==> src/hw/rtl/lcbs_pkg.sv <==
`default_nettype none
package lcbs_pkg;

	localparam int MAX_DIM = 4096;
	localparam int POS_W   = $clog2(MAX_DIM);
	localparam int DIM_W   = POS_W + 1;
	localparam int AREA_W  = 2 * POS_W + 1;
	localparam int CONF_W  = 16;
	localparam int CFG_W   = 16;
	localparam int CFG_IDX_W = 2;

	localparam int QDEPTH  = 2;
	localparam int QPTR_W  = $clog2(QDEPTH);
	localparam int QCNT_W  = $clog2(QDEPTH + 1);

	localparam logic [CONF_W-1:0] MIN_CONF_RST = CONF_W'(19660);
	localparam logic [DIM_W-1:0]  IMG_W_RST    = DIM_W'(1280);
	localparam logic [DIM_W-1:0]  IMG_H_RST    = DIM_W'(720);

	typedef enum logic [1:0] {
		CMD_BOX     = 2'd0,
		CMD_BOX_EOF = 2'd1,
		CMD_EOF     = 2'd2,
		CMD_NONE    = 2'd3
	} cmd_t;

	typedef enum logic [CFG_IDX_W-1:0] {
		REG_MIN_CONF = 2'd0,
		REG_IMG_W    = 2'd1,
		REG_IMG_H    = 2'd2,
		REG_UNUSED   = 2'd3
	} reg_idx_t;

	// One classified item on its way from the front to the back.
	typedef struct packed {
		logic             has_box;
		logic             eof;
		logic [POS_W-1:0] left;
		logic [POS_W-1:0] top;
		logic [DIM_W-1:0] wide;
		logic [DIM_W-1:0] tall;
	} entry_t;

endpackage
`default_nettype wire

==> src/hw/rtl/lcbs_front.sv <==
`default_nettype none
module lcbs_front (
	input  logic                             clk,
	input  logic                             arst_n,
	input  logic                             cfg_valid,
	output logic                             cfg_ready,
	input  logic [lcbs_pkg::CFG_IDX_W-1:0]   cfg_index,
	input  logic [lcbs_pkg::CFG_W-1:0]       cfg_data,
	input  logic                             in_valid,
	output logic                             in_ready,
	input  logic [1:0]                       cmd,
	input  logic                             is_wanted_class,
	input  logic [lcbs_pkg::CONF_W-1:0]      confidence,
	input  logic signed [lcbs_pkg::DIM_W-1:0] box_x,
	input  logic signed [lcbs_pkg::DIM_W-1:0] box_y,
	input  logic signed [lcbs_pkg::DIM_W-1:0] box_w,
	input  logic signed [lcbs_pkg::DIM_W-1:0] box_h,
	input  logic                             q_full,
	output logic                             push,
	output lcbs_pkg::entry_t                 entry
);
	import lcbs_pkg::*;

	logic [CONF_W-1:0] min_conf_q;
	logic [DIM_W-1:0]  img_w_q;
	logic [DIM_W-1:0]  img_h_q;

	logic [POS_W-1:0]       lim_x, lim_y;
	logic signed [DIM_W:0]  x1, y1;
	logic                   out_x, out_y, empty, conf_ok, is_box, is_eof, box_ok;
	logic [POS_W-1:0]       x0c, y0c, x1c, y1c;

	assign cfg_ready = 1'b1;

	always_ff @(posedge clk or negedge arst_n) begin
		if (!arst_n) begin
			min_conf_q <= MIN_CONF_RST;
			img_w_q    <= IMG_W_RST;
			img_h_q    <= IMG_H_RST;
		end else if (cfg_valid) begin
			unique case (reg_idx_t'(cfg_index))
				REG_MIN_CONF: min_conf_q <= cfg_data[CONF_W-1:0];
				REG_IMG_W:    img_w_q    <= cfg_data[DIM_W-1:0];
				REG_IMG_H:    img_h_q    <= cfg_data[DIM_W-1:0];
				default: ;
			endcase
		end
	end

	function automatic logic [POS_W-1:0] last_index(input logic [DIM_W-1:0] dim);
		logic [DIM_W-1:0] m1;
		m1 = dim - DIM_W'(1);
		if (dim == '0)
			return '0;
		else if (dim > DIM_W'(MAX_DIM))
			return POS_W'(MAX_DIM - 1);
		else
			return m1[POS_W-1:0];
	endfunction

	always_comb begin
		lim_x = last_index(img_w_q);
		lim_y = last_index(img_h_q);
		x1 = $signed({box_x[DIM_W-1], box_x}) + $signed({box_w[DIM_W-1], box_w})
			- $signed((DIM_W+1)'(1));
		y1 = $signed({box_y[DIM_W-1], box_y}) + $signed({box_h[DIM_W-1], box_h})
			- $signed((DIM_W+1)'(1));
		out_x = x1[DIM_W] || (box_x > $signed({1'b0, lim_x}));
		out_y = y1[DIM_W] || (box_y > $signed({1'b0, lim_y}));
		empty = box_w[DIM_W-1] || (box_w == '0)
			|| box_h[DIM_W-1] || (box_h == '0);
		conf_ok = confidence > min_conf_q;

		// clip to the image
		x0c = box_x[DIM_W-1] ? '0 : box_x[POS_W-1:0];
		y0c = box_y[DIM_W-1] ? '0 : box_y[POS_W-1:0];
		x1c = (x1 > $signed({2'b00, lim_x})) ? lim_x : x1[POS_W-1:0];
		y1c = (y1 > $signed({2'b00, lim_y})) ? lim_y : y1[POS_W-1:0];

		is_box = 1'b0;
		is_eof = 1'b0;
		case (cmd_t'(cmd))
			CMD_BOX:     is_box = 1'b1;
			CMD_BOX_EOF: begin
				is_box = 1'b1;
				is_eof = 1'b1;
			end
			CMD_EOF:     is_eof = 1'b1;
			default: ;
		endcase
		box_ok = is_box && is_wanted_class && conf_ok && !empty && !out_x && !out_y;

		entry.has_box = box_ok;
		entry.eof     = is_eof;
		entry.left    = x0c;
		entry.top     = y0c;
		entry.wide    = {1'b0, x1c} - {1'b0, x0c} + DIM_W'(1);
		entry.tall    = {1'b0, y1c} - {1'b0, y0c} + DIM_W'(1);
	end

	// Drop items that neither carry a qualifying box nor end a frame.
	assign in_ready = !q_full;
	assign push     = in_valid && in_ready && (box_ok || is_eof);

endmodule
`default_nettype wire

==> src/hw/rtl/lcbs_queue.sv <==
`default_nettype none
module lcbs_queue (
	input  logic             clk,
	input  logic             arst_n,
	input  logic             push,
	input  lcbs_pkg::entry_t wr_entry,
	input  logic             pop,
	output logic             q_valid,
	output logic             q_full,
	output lcbs_pkg::entry_t head,
	output logic [lcbs_pkg::QCNT_W-1:0] count
);
	import lcbs_pkg::*;

	entry_t            mem [QDEPTH];
	logic [QPTR_W-1:0] wr_ptr_q, rd_ptr_q;
	logic [QCNT_W-1:0] cnt_q;

	assign q_valid = cnt_q != '0;
	assign q_full  = cnt_q == QCNT_W'(QDEPTH);
	assign head    = mem[rd_ptr_q];
	assign count   = cnt_q;

	always_ff @(posedge clk) begin
		if (push)
			mem[wr_ptr_q] <= wr_entry;
	end

	always_ff @(posedge clk or negedge arst_n) begin
		if (!arst_n) begin
			wr_ptr_q <= '0;
			rd_ptr_q <= '0;
			cnt_q    <= '0;
		end else begin
			if (push)
				wr_ptr_q <= (wr_ptr_q == QPTR_W'(QDEPTH - 1)) ? '0 : wr_ptr_q + QPTR_W'(1);
			if (pop)
				rd_ptr_q <= (rd_ptr_q == QPTR_W'(QDEPTH - 1)) ? '0 : rd_ptr_q + QPTR_W'(1);
			if (push && !pop)
				cnt_q <= cnt_q + QCNT_W'(1);
			else if (pop && !push)
				cnt_q <= cnt_q - QCNT_W'(1);
		end
	end

endmodule
`default_nettype wire

==> src/hw/rtl/lcbs_back.sv <==
`default_nettype none
module lcbs_back (
	input  logic                         clk,
	input  logic                         arst_n,
	input  logic                         q_valid,
	input  lcbs_pkg::entry_t             head,
	output logic                         pop,
	output logic                         out_valid,
	input  logic                         out_ready,
	output logic                         found,
	output logic [lcbs_pkg::POS_W-1:0]   best_x,
	output logic [lcbs_pkg::POS_W-1:0]   best_y,
	output logic [lcbs_pkg::DIM_W-1:0]   best_width,
	output logic [lcbs_pkg::DIM_W-1:0]   best_height
);
	import lcbs_pkg::*;

	logic              have_best_q;
	logic [AREA_W-1:0] best_area_q;
	logic [POS_W-1:0]  best_left_q, best_top_q;
	logic [DIM_W-1:0]  best_wide_q, best_tall_q;

	logic              out_valid_q, found_q;
	logic [POS_W-1:0]  out_x_q, out_y_q;
	logic [DIM_W-1:0]  out_w_q, out_h_q;

	logic [2*DIM_W-1:0] prod;
	logic [AREA_W-1:0]  area;
	logic               take, out_free;

	assign prod = head.wide * head.tall;
	assign area = prod[AREA_W-1:0];
	assign take = head.has_box && (!have_best_q || area > best_area_q);

	// An end of frame waits until the output register is free.
	assign out_free = !out_valid_q || out_ready;
	assign pop      = q_valid && (!head.eof || out_free);

	always_ff @(posedge clk or negedge arst_n) begin
		if (!arst_n) begin
			have_best_q <= 1'b0;
			best_area_q <= '0;
			best_left_q <= '0;
			best_top_q  <= '0;
			best_wide_q <= '0;
			best_tall_q <= '0;
			out_valid_q <= 1'b0;
		end else begin
			if (out_valid_q && out_ready)
				out_valid_q <= 1'b0;
			if (pop) begin
				if (head.eof) begin
					out_valid_q <= 1'b1;
					have_best_q <= 1'b0;
					best_area_q <= '0;
					best_left_q <= '0;
					best_top_q  <= '0;
					best_wide_q <= '0;
					best_tall_q <= '0;
				end else if (take) begin
					have_best_q <= 1'b1;
					best_area_q <= area;
					best_left_q <= head.left;
					best_top_q  <= head.top;
					best_wide_q <= head.wide;
					best_tall_q <= head.tall;
				end
			end
		end
	end

	always_ff @(posedge clk) begin
		if (pop && head.eof) begin
			found_q <= have_best_q || take;
			out_x_q <= take ? head.left : best_left_q;
			out_y_q <= take ? head.top  : best_top_q;
			out_w_q <= take ? head.wide : best_wide_q;
			out_h_q <= take ? head.tall : best_tall_q;
		end
	end

	assign out_valid   = out_valid_q;
	assign found       = found_q;
	assign best_x      = out_x_q;
	assign best_y      = out_y_q;
	assign best_width  = out_w_q;
	assign best_height = out_h_q;

endmodule
`default_nettype wire

==> src/hw/rtl/largest_clipped_box_select_top.sv <==
// Largest clipped box selection over the detection boxes of one frame.
// Input channel (in_valid/in_ready): one item per box or frame marker. cmd
// selects box, box followed by end of frame, or end of frame alone; code 3
// is taken and has no effect. A box counts when it is of the wanted class,
// its confidence beats min_confidence, its size is positive and it overlaps
// the image; it is then clipped and the first one with the largest area wins.
// Output channel (out_valid/out_ready): one item per end of frame with the
// best clipped box, or found low and all fields zero; the best then clears.
// Config channel (cfg_valid/cfg_ready, always ready): index 0 min_confidence,
// 1 image width, 2 image height; write only while the block is idle.
// Throughput: one item per cycle while the queue has room. The front classifies
// and clips in the accept cycle and writes the item into the queue; the back
// takes it from the queue head, forms the area with one 13x13 multiply,
// compares against the best and registers the result of an end of frame.
// Reset: registers return to 19660, 1280 and 720, the best is cleared.
// Stall: a held result stops the queue once an end of frame reaches its head;
// items keep entering until the two entries fill, then in_ready drops.
`default_nettype none
module largest_clipped_box_select_top (
	input  logic                              clk,
	input  logic                              arst_n,
	input  logic                              cfg_valid,
	output logic                              cfg_ready,
	input  logic [lcbs_pkg::CFG_IDX_W-1:0]    cfg_index,
	input  logic [lcbs_pkg::CFG_W-1:0]        cfg_data,
	input  logic                              in_valid,
	output logic                              in_ready,
	input  logic [1:0]                        cmd,
	input  logic                              is_wanted_class,
	input  logic [lcbs_pkg::CONF_W-1:0]       confidence,
	input  logic signed [lcbs_pkg::DIM_W-1:0] box_x,
	input  logic signed [lcbs_pkg::DIM_W-1:0] box_y,
	input  logic signed [lcbs_pkg::DIM_W-1:0] box_w,
	input  logic signed [lcbs_pkg::DIM_W-1:0] box_h,
	output logic                              out_valid,
	input  logic                              out_ready,
	output logic                              found,
	output logic [lcbs_pkg::POS_W-1:0]        best_x,
	output logic [lcbs_pkg::POS_W-1:0]        best_y,
	output logic [lcbs_pkg::DIM_W-1:0]        best_width,
	output logic [lcbs_pkg::DIM_W-1:0]        best_height
);
	import lcbs_pkg::*;

	logic              push, pop, q_valid, q_full;
	entry_t            wr_entry, head;
	logic [QCNT_W-1:0] q_count;

	// Front: config registers, filtering and clipping.
	lcbs_front u_front (
		.clk             (clk),
		.arst_n          (arst_n),
		.cfg_valid       (cfg_valid),
		.cfg_ready       (cfg_ready),
		.cfg_index       (cfg_index),
		.cfg_data        (cfg_data),
		.in_valid        (in_valid),
		.in_ready        (in_ready),
		.cmd             (cmd),
		.is_wanted_class (is_wanted_class),
		.confidence      (confidence),
		.box_x           (box_x),
		.box_y           (box_y),
		.box_w           (box_w),
		.box_h           (box_h),
		.q_full          (q_full),
		.push            (push),
		.entry           (wr_entry)
	);

	// Queue: decouple the front from a stalled output.
	lcbs_queue u_queue (
		.clk      (clk),
		.arst_n   (arst_n),
		.push     (push),
		.wr_entry (wr_entry),
		.pop      (pop),
		.q_valid  (q_valid),
		.q_full   (q_full),
		.head     (head),
		.count    (q_count)
	);

	// Back: area, best tracking and the result register.
	lcbs_back u_back (
		.clk         (clk),
		.arst_n      (arst_n),
		.q_valid     (q_valid),
		.head        (head),
		.pop         (pop),
		.out_valid   (out_valid),
		.out_ready   (out_ready),
		.found       (found),
		.best_x      (best_x),
		.best_y      (best_y),
		.best_width  (best_width),
		.best_height (best_height)
	);

	// Never push into a full queue or pop an empty one.
	a_queue_bounds: assert property (@(posedge clk) disable iff (!arst_n)
		(!push || !q_full) && (!pop || q_valid) && (q_count <= QCNT_W'(QDEPTH)))
		else $error("queue over- or underflow");

	// An empty frame reports all-zero geometry.
	a_none_zero: assert property (@(posedge clk) disable iff (!arst_n)
		out_valid && !found |-> best_x == '0 && best_y == '0
			&& best_width == '0 && best_height == '0)
		else $error("no-box result carries geometry");

	// A found box is nonempty and lies inside the largest image.
	a_found_inside: assert property (@(posedge clk) disable iff (!arst_n)
		out_valid && found |-> best_width != '0 && best_height != '0
			&& ({1'b0, best_x} + {1'b0, best_width}) <= (DIM_W+1)'(MAX_DIM)
			&& ({1'b0, best_y} + {1'b0, best_height}) <= (DIM_W+1)'(MAX_DIM))
		else $error("best box outside the image bounds");

	// A box can only leave the front while it has room downstream.
	a_accept_room: assert property (@(posedge clk) disable iff (!arst_n)
		in_valid && in_ready |-> !q_full)
		else $error("item accepted with the queue full");

endmodule
`default_nettype wire

==> config.mk <==
export PLATFORM = sky130hd
export DESIGN_NAME = largest_clipped_box_select_top
export DESIGN_NICKNAME = d
export VERILOG_FILES = /design/src/hw/rtl/lcbs_pkg.sv /design/src/hw/rtl/lcbs_front.sv /design/src/hw/rtl/lcbs_queue.sv /design/src/hw/rtl/lcbs_back.sv /design/src/hw/rtl/largest_clipped_box_select_top.sv
export SDC_FILE = /design/constraint.sdc
export NUM_CORES = 1
export LEC_CHECK = 0
export BUFFER_PORTS_ARGS = -buffer_cell sky130_fd_sc_hd__buf_2
export CORE_AREA = 2 2 322 292
export DETAILED_ROUTE_END_ITERATION = 6
export DIE_AREA = 0 0 324 294
export GPL_TIMING_DRIVEN = 0
export MAX_ROUTING_LAYER = met4
export RECOVER_POWER = 25
export SETUP_SLACK_MARGIN = 0.2
export SYNTH_ARGS = -nofsm -noshare
export SYNTH_HDL_FRONTEND = slang
export SYNTH_HIERARCHICAL = 1
export SYNTH_SLANG_ARGS = --single-unit
==> constraint.sdc <==
create_clock -name clk -period 17.22 [get_ports clk]
set_input_delay 3.444 -clock clk [delete_from_list [all_inputs] [get_ports clk]]
set_output_delay 3.444 -clock clk [all_outputs]
set_load 0.01 [all_outputs]
# Word level (Yosys, flattened, before mapping)
# Memories as Yosys holds them, arrays and structs flattened.
# Cells that the tools add are included.
# Widths: inputs -> output; s select.
word_totals:
  mem_bits_rw: 104
  n_memories: 1
  input_bits: 94
  output_inout_bits: 54
  ff_bits: 174
classes:
  n_mul: 1
  n_eq_ne: 5
  mux: 31
  addsub: 14
  magnitude_cmp: 8
  n_reduce_logical: 47
memory_table:
  columns: ["memory", "words", "width", "rd", "rd_clocked_by_memory_dff", "wr", "line_no", "source"]
  rows:
  - ["u_queue.mem", 2, 52, 1, 0, 1, "lcbs_queue.sv:15", "entry_t mem [QDEPTH];"]
op_table:
  columns: ["operator", "count"]
  rows:
  - ["$mux 12", 12]
  - ["$logic_not 13->1", 4]
  - ["$mux 13", 4]
  - ["$mux 25", 2]
  - ["$add 13x13->14", 2]
  - ["$gt 14x13->1", 2]
  - ["$sub 14x2->14 const B", 2]
  - ["$add 13x1->13 const B", 2]
  - ["$gt 13x13->1", 2]
  - ["$gt 13x13->1 const B", 2]
  - ["$sub 12x12->13", 2]
  - ["$gt 25x25->1", 1]
  - ["$mul 13x13->25", 1]
  - ["$sub 12x1->12 const B", 2]
  - ["$gt 16x16->1", 1]
  - ["$logic_and 1x1->1", 13]
  - ["$mux 1", 11]
  - ["$logic_or 1x1->1", 10]
  - ["$logic_not 1->1", 9]
  - ["$reduce_and 2->1", 4]
  - ["$eq 2x2->1 const B", 3]
  - ["$reduce_bool 2->1", 3]
  - ["$eq 2x1->1 const B", 2]
  - ["$logic_not 2->1", 2]
  - ["other kinds (5)", 8]

# Longest topological paths before layout
logic_depth:
  depth_word: 14
  depth_mapped: 33

# Hierarchy
# Netlist, hierarchy kept.
modules_own_cells:
  columns: ["mod", "seq_area_each_um2", "area_per_inst_um2", "cells_per_inst", "n_inst"]
  rows:
  - ["lcbs_back", 3458.3, 11108.2, 1028, 1]
  - ["lcbs_front", 1067.3, 7522.2, 929, 1]
  - ["lcbs_queue", 3223.1, 4192.8, 178, 1]

# Worst setup path before layout
# OpenSTA, ideal clock, no wires.
synth_path:
  path_type: "input -> register"
  startpoint: "input box_x[1] in the netlist's numbering"
  endpoint: "memory u_queue/mem[0][24] in the netlist's numbering (data pin)"
  t_required_ns: 17.080
  cell_stages: 28
  path_slack_ns: 8.147
  arrival_ns: 8.933
  cell_sequence: "inv_1 > ha_1 > inv_1 > ha_1 > inv_1 > fa_1 > nor2b_1 > o21bai_1 > a31oi_1 > a21oi_1 > o21ai_0 > xnor2_1 > ha_1 > a2111oi_0 > a31oi_1 > o21ai_2 > mux2_2 > ha_1 > inv_1 > ha_1 > fa_1 > a21o_1 > a21oi_1 > o21bai_1 > a21oi_1 > o21ai_0 > or4b_1 > nand3_1"
synth_rtl:
  columns: ["item", "line_no", "source"]
  rows:
  - ["start: declaration", "largest_clipped_box_select_top.sv:31", "input logic signed [lcbs_pkg::DIM_W-1:0] box_x,"]
  - ["end: declaration", "lcbs_queue.sv:15", null]

==> PnR_summary.wiki <==
{| class="wikitable"
! Metric !! Value
|-
| Final weighted congestion of routability-driven global placement || 0.892
|-
| Worst hold endpoint || u_queue/count[1]
|-
| Initial core utilization || 0.248
|-
| Buffers added on ports || 146
|-
| Die Span X || 324 um
|-
| Type of the worst setup path || reg -> reg
|-
| Clock tree root driver cell || sky130_fd_sc_hd__clkbuf_16
|-
| Synth unique cells || 92
|-
| Share of post-route cells with drive strength above 1 || 0.180
|-
| Leading cell types by total area after synthesis || sky130_fd_sc_hd__edfxtp_1 (20%), sky130_fd_sc_hd__ha_1 (14%), sky130_fd_sc_hd__dfrtp_1 (12%)
|-
| Worst slack after detailed placement || 7.22 ns
|-
| Depth of the most critical reg-to-reg path || 29
|-
| Hold Crit Start || u_queue/count[1]
|-
| Max frequency || 0.104 GHz
|-
| Placeable core area || 92,200 um^2
|-
| First-pass GRT wire length || 91,700 um
|-
| Launch point of the worst reg-to-reg path || u_queue/rd_ptr_q
|-
| Kind of cell adding the most delay to the critical path || adder cells
|-
| Required time worst endpoint || 17.71 ns
|-
| Reg2Reg Setup Slack || 7.59 ns
|-
| Period Utilization, post-route || 0.559
|-
| H-Tree Depth || 1
|-
| Violated checks || capacitance limit, slew limit
|-
| Largest net degree at the start of global routing || 92
|-
| Primary FF master, synth || sky130_fd_sc_hd__edfxtp_1
|-
| Yosys warning total || 6
|-
| Setup tns final || 0 ns
|-
| # DRC || 0
|-
| Post CTS Setup Buffer Count || 0
|-
| Final slew viol count || 126
|-
| Drt total wl || 58,100 um
|-
| RSZ-0062 raised after global routing || no
|-
| Worst rel slew slack || -2.32
|-
| Max clock buf depth || 3
|-
| Critical path's slowest cell || sky130_fd_sc_hd__clkbuf_1
|-
| Count of mapped cells out of synthesis || 2,135
|-
| Inserted Clock Buffers || 31
|-
| Count of final setup violators || 0
|-
| R2r endpoint || u_back/best_top_q[7]
|-
| Clock sinks || 278
|-
| Hold-fix buffer count after cts || 0
|-
| Initial detailed-routing violation count || 920
|-
| Detailed-route via count || 15.8k
|-
| Placement Rows || 106
|-
| Clock-pin slew of the registers on the worst-case setup and hold paths || 0.06 ns
|-
| Startpoint Class || flop
|-
| Outcome || complete, but fails checks
|-
| DP Wirelength || 46,700 um
|-
| Die Y || 294 um
|-
| Number of filler cells placed in the layout || 9,613
|-
| Pre-antenna DRT Iters || 7
|-
| Maximum clock skew at final layout || 0.0246 ns
|-
| CP bufs+invs || 9
|-
| Largest stage delay on the critical path || 0.66 ns
|-
| Total of cells resized after clock tree synthesis || 0
|-
| Post-synthesis async set-or-reset flop share || 0.442
|-
| Average cell area after synthesis || 10.7 um^2
|-
| Grt ovf || 0
|-
| Total GRT Usage || 0.127
|-
| Net count reported at finish || 2,795
|-
| Synth Net Count || 2,611
|-
| Number of violations of the max-capacitance limit || 2
|-
| Register area || 7750 um^2
|-
| Nature of the critical path endpoint || flop
|-
| Cell type with the highest occurrence count on the critical path || sky130_fd_sc_hd__fa_1
|-
| Area growth from synthesis to final layout || 15.2%
|-
| Clock tree from TritonCTS || built
|-
| Clock insertion delay at the later pin of the skew report || 0.58 ns
|-
| Initial antenna violation count || 2
|-
| Area of the die || 95,300 um^2
|-
| Vias in the first global route || 16.1k
|-
| Sequential share of the synthesized area || 0.340
|-
| Area of the multi-input gates || 13,200 um^2
|-
| Hold Crit Class || reg -> reg
|-
| Actual transition at the worst max-transition pin || 4.98 ns
|-
| Final Critical Period || 9.63 ns
|-
| Count of flip-flops with a built-in enable after synthesis || 155
|-
| Mapped Area || 22,800 um^2
|-
| Ports placed on the boundary || 148
|-
| Number of hold violations in the final report || 0
|-
| Crit path setup slack, layout || 7.59 ns
|-
| Remaining antenna violation count after routing || 0
|-
| WHS Path Cells || 1
|-
| Via count normalized by instance count || 4.40
|-
| Count of state elements after synthesis || 278
|-
| Routed wire length per instance || 16.2 um
|-
| Critical path arrival || 10.12 ns
|-
| Cell taking the most area after synthesis || sky130_fd_sc_hd__edfxtp_1
|-
| Highest net fanout along the worst path || 10
|-
| Proportion of netlist area held by the largest area contributor || 0.204
|}
[layer usage]
layer	track usage	part of all wire
met3	0.0157	0.043
met2	0.205	0.47
met4	0.0327	0.030
met1	0.167	0.46
met5	-	0
[registers in the layout, summed over array words and instances (netlist names), 13 cells and up]
register and cells:
u_back/best_area_q 25, u_back/best_height 13, u_back/best_tall_q 13, u_back/best_wide_q 13
u_back/best_width 13, u_front/img_h_q 13, u_front/img_w_q 13, u_front/min_conf_q 16
u_queue/mem 104
[worst max path at each step]
stage	startpoint	endpoint	slack [ns]	cells after the start
2_1_floorplan	box_x[1]	u_queue/mem[0][24]	8.15	28
3_3_place_gp	box_x[1]	u_queue/mem[0][30]	6.29	15
3_5_place_dp	box_x[1]	u_queue/mem[0][24]	7.22	29
4_1_cts	box_x[1]	u_queue/mem[1][24]	7.82	29
5_1_grt	arst_n	u_back/best_area_q[5]	6.68	2
6_report	u_queue/rd_ptr_q	u_back/best_top_q[7]	7.59	29
[cell families (layout without fill, tap and decap cells)]
family | Yosys count | after routing | synth area share
compound gates | 329 | 329 | 0.105
flops | 278 | 278 | 0.340
mux | 154 | 154 | 0.0845
buf+inv | 448 | 656 | 0.0820
fa+ha+maj | 382 | 382 | 0.250
simple gates | 468 | 468 | 0.110
xor+xnor | 75 | 75 | 0.0288
other cells | 1 | 2 | 0.000164
[placed cells by master, fill, tap and decap left out, types with 10 or more instances in the layout]
| master | n |
|---|---|
| sky130_fd_sc_hd__xor2_1 | 28 |
| sky130_fd_sc_hd__dfrtp_1 | 110 |
| sky130_fd_sc_hd__o211ai_1 | 12 |
| sky130_fd_sc_hd__and2_1 | 90 |
| sky130_fd_sc_hd__buf_2 | 151 |
| sky130_fd_sc_hd__mux2_4 | 57 |
| sky130_fd_sc_hd__a21oi_1 | 70 |
| sky130_fd_sc_hd__clkbuf_1 | 43 |
| sky130_fd_sc_hd__fa_1 | 124 |
| sky130_fd_sc_hd__nor2_1 | 55 |
| sky130_fd_sc_hd__dfstp_2 | 13 |
| sky130_fd_sc_hd__nand2b_1 | 32 |
| sky130_fd_sc_hd__a22o_1 | 75 |
| sky130_fd_sc_hd__mux2i_1 | 15 |
| sky130_fd_sc_hd__xnor2_1 | 47 |
| sky130_fd_sc_hd__o21ai_0 | 52 |
| sky130_fd_sc_hd__nor2b_1 | 14 |
| sky130_fd_sc_hd__nand2_1 | 136 |
| sky130_fd_sc_hd__inv_1 | 377 |
| sky130_fd_sc_hd__o21a_1 | 17 |
| sky130_fd_sc_hd__nor4_1 | 10 |
| sky130_fd_sc_hd__a21o_1 | 23 |
| sky130_fd_sc_hd__edfxtp_1 | 155 |
| sky130_fd_sc_hd__ha_1 | 258 |
| sky130_fd_sc_hd__clkinv_2 | 11 |
| sky130_fd_sc_hd__mux2_2 | 82 |
| sky130_fd_sc_hd__nand4_1 | 16 |
| sky130_fd_sc_hd__clkbuf_16 | 31 |
| sky130_fd_sc_hd__nor3_1 | 28 |
| sky130_fd_sc_hd__nand3_1 | 28 |
[cells in the mapped netlist, types with 9 or more instances]
master	count
sky130_fd_sc_hd__nand2b_1	32
sky130_fd_sc_hd__ha_1	258
sky130_fd_sc_hd__dfstp_2	13
sky130_fd_sc_hd__fa_1	124
sky130_fd_sc_hd__nor3_1	28
sky130_fd_sc_hd__or3_1	9
sky130_fd_sc_hd__nor2_1	55
sky130_fd_sc_hd__o21a_1	17
sky130_fd_sc_hd__xor2_1	28
sky130_fd_sc_hd__and2_1	91
sky130_fd_sc_hd__o21ai_0	52
sky130_fd_sc_hd__xnor2_1	47
sky130_fd_sc_hd__a22o_1	75
sky130_fd_sc_hd__nor4_1	10
sky130_fd_sc_hd__o211ai_1	12
sky130_fd_sc_hd__a21oi_1	70
sky130_fd_sc_hd__edfxtp_1	155
sky130_fd_sc_hd__inv_1	378
sky130_fd_sc_hd__mux2i_1	15
sky130_fd_sc_hd__nor2b_1	15
sky130_fd_sc_hd__dfrtp_1	110
sky130_fd_sc_hd__nand3_1	28
sky130_fd_sc_hd__nand2_1	136
sky130_fd_sc_hd__nand4_1	16
sky130_fd_sc_hd__mux2_2	82
sky130_fd_sc_hd__buf_2	11
sky130_fd_sc_hd__clkbuf_1	35
sky130_fd_sc_hd__mux2_4	57
sky130_fd_sc_hd__a21o_1	23
[final cells by class]
cell class              instances  area share
well taps                    1242      0.0591
clock inverters                24      0.0111
diodes                          1   0.0000952
clock buffers                  33      0.0305
inverters                     378      0.0540
plain buffers                  70      0.0169
repair buffers                151      0.0313
flip-flops and latches        278       0.295
multi-input cells            1409       0.502
[worst register-to-register path: cells and delay by family, from the launching register on]
family          cells  cell delay, ns
flops               1            0.32
buf+inv             9            2.19
simple gates        5            1.62
compound gates      6            1.58
mux                 1            0.38
fa+ha+maj           7            3.28
xor+xnor            1            0.18
[through the flow]
stage / hold WS [ns] / utilization / area, um^2 / instances
floorplan: 0.447 / - / 22800 / 2135
global placement: 0.468 / 0.272 / 25100 / 3523
detailed placement: 0.471 / 0.274 / 25200 / 3528
CTS: 0.484 / 0.286 / 26300 / 3585
global route: 0.500 / 0.285 / 26300 / 3586
finish: 0.482 / 0.285 / 26300 / 3586
Power is not shown: default switching activity piles up to over one toggle a cycle in this logic, so the estimate is an artifact.
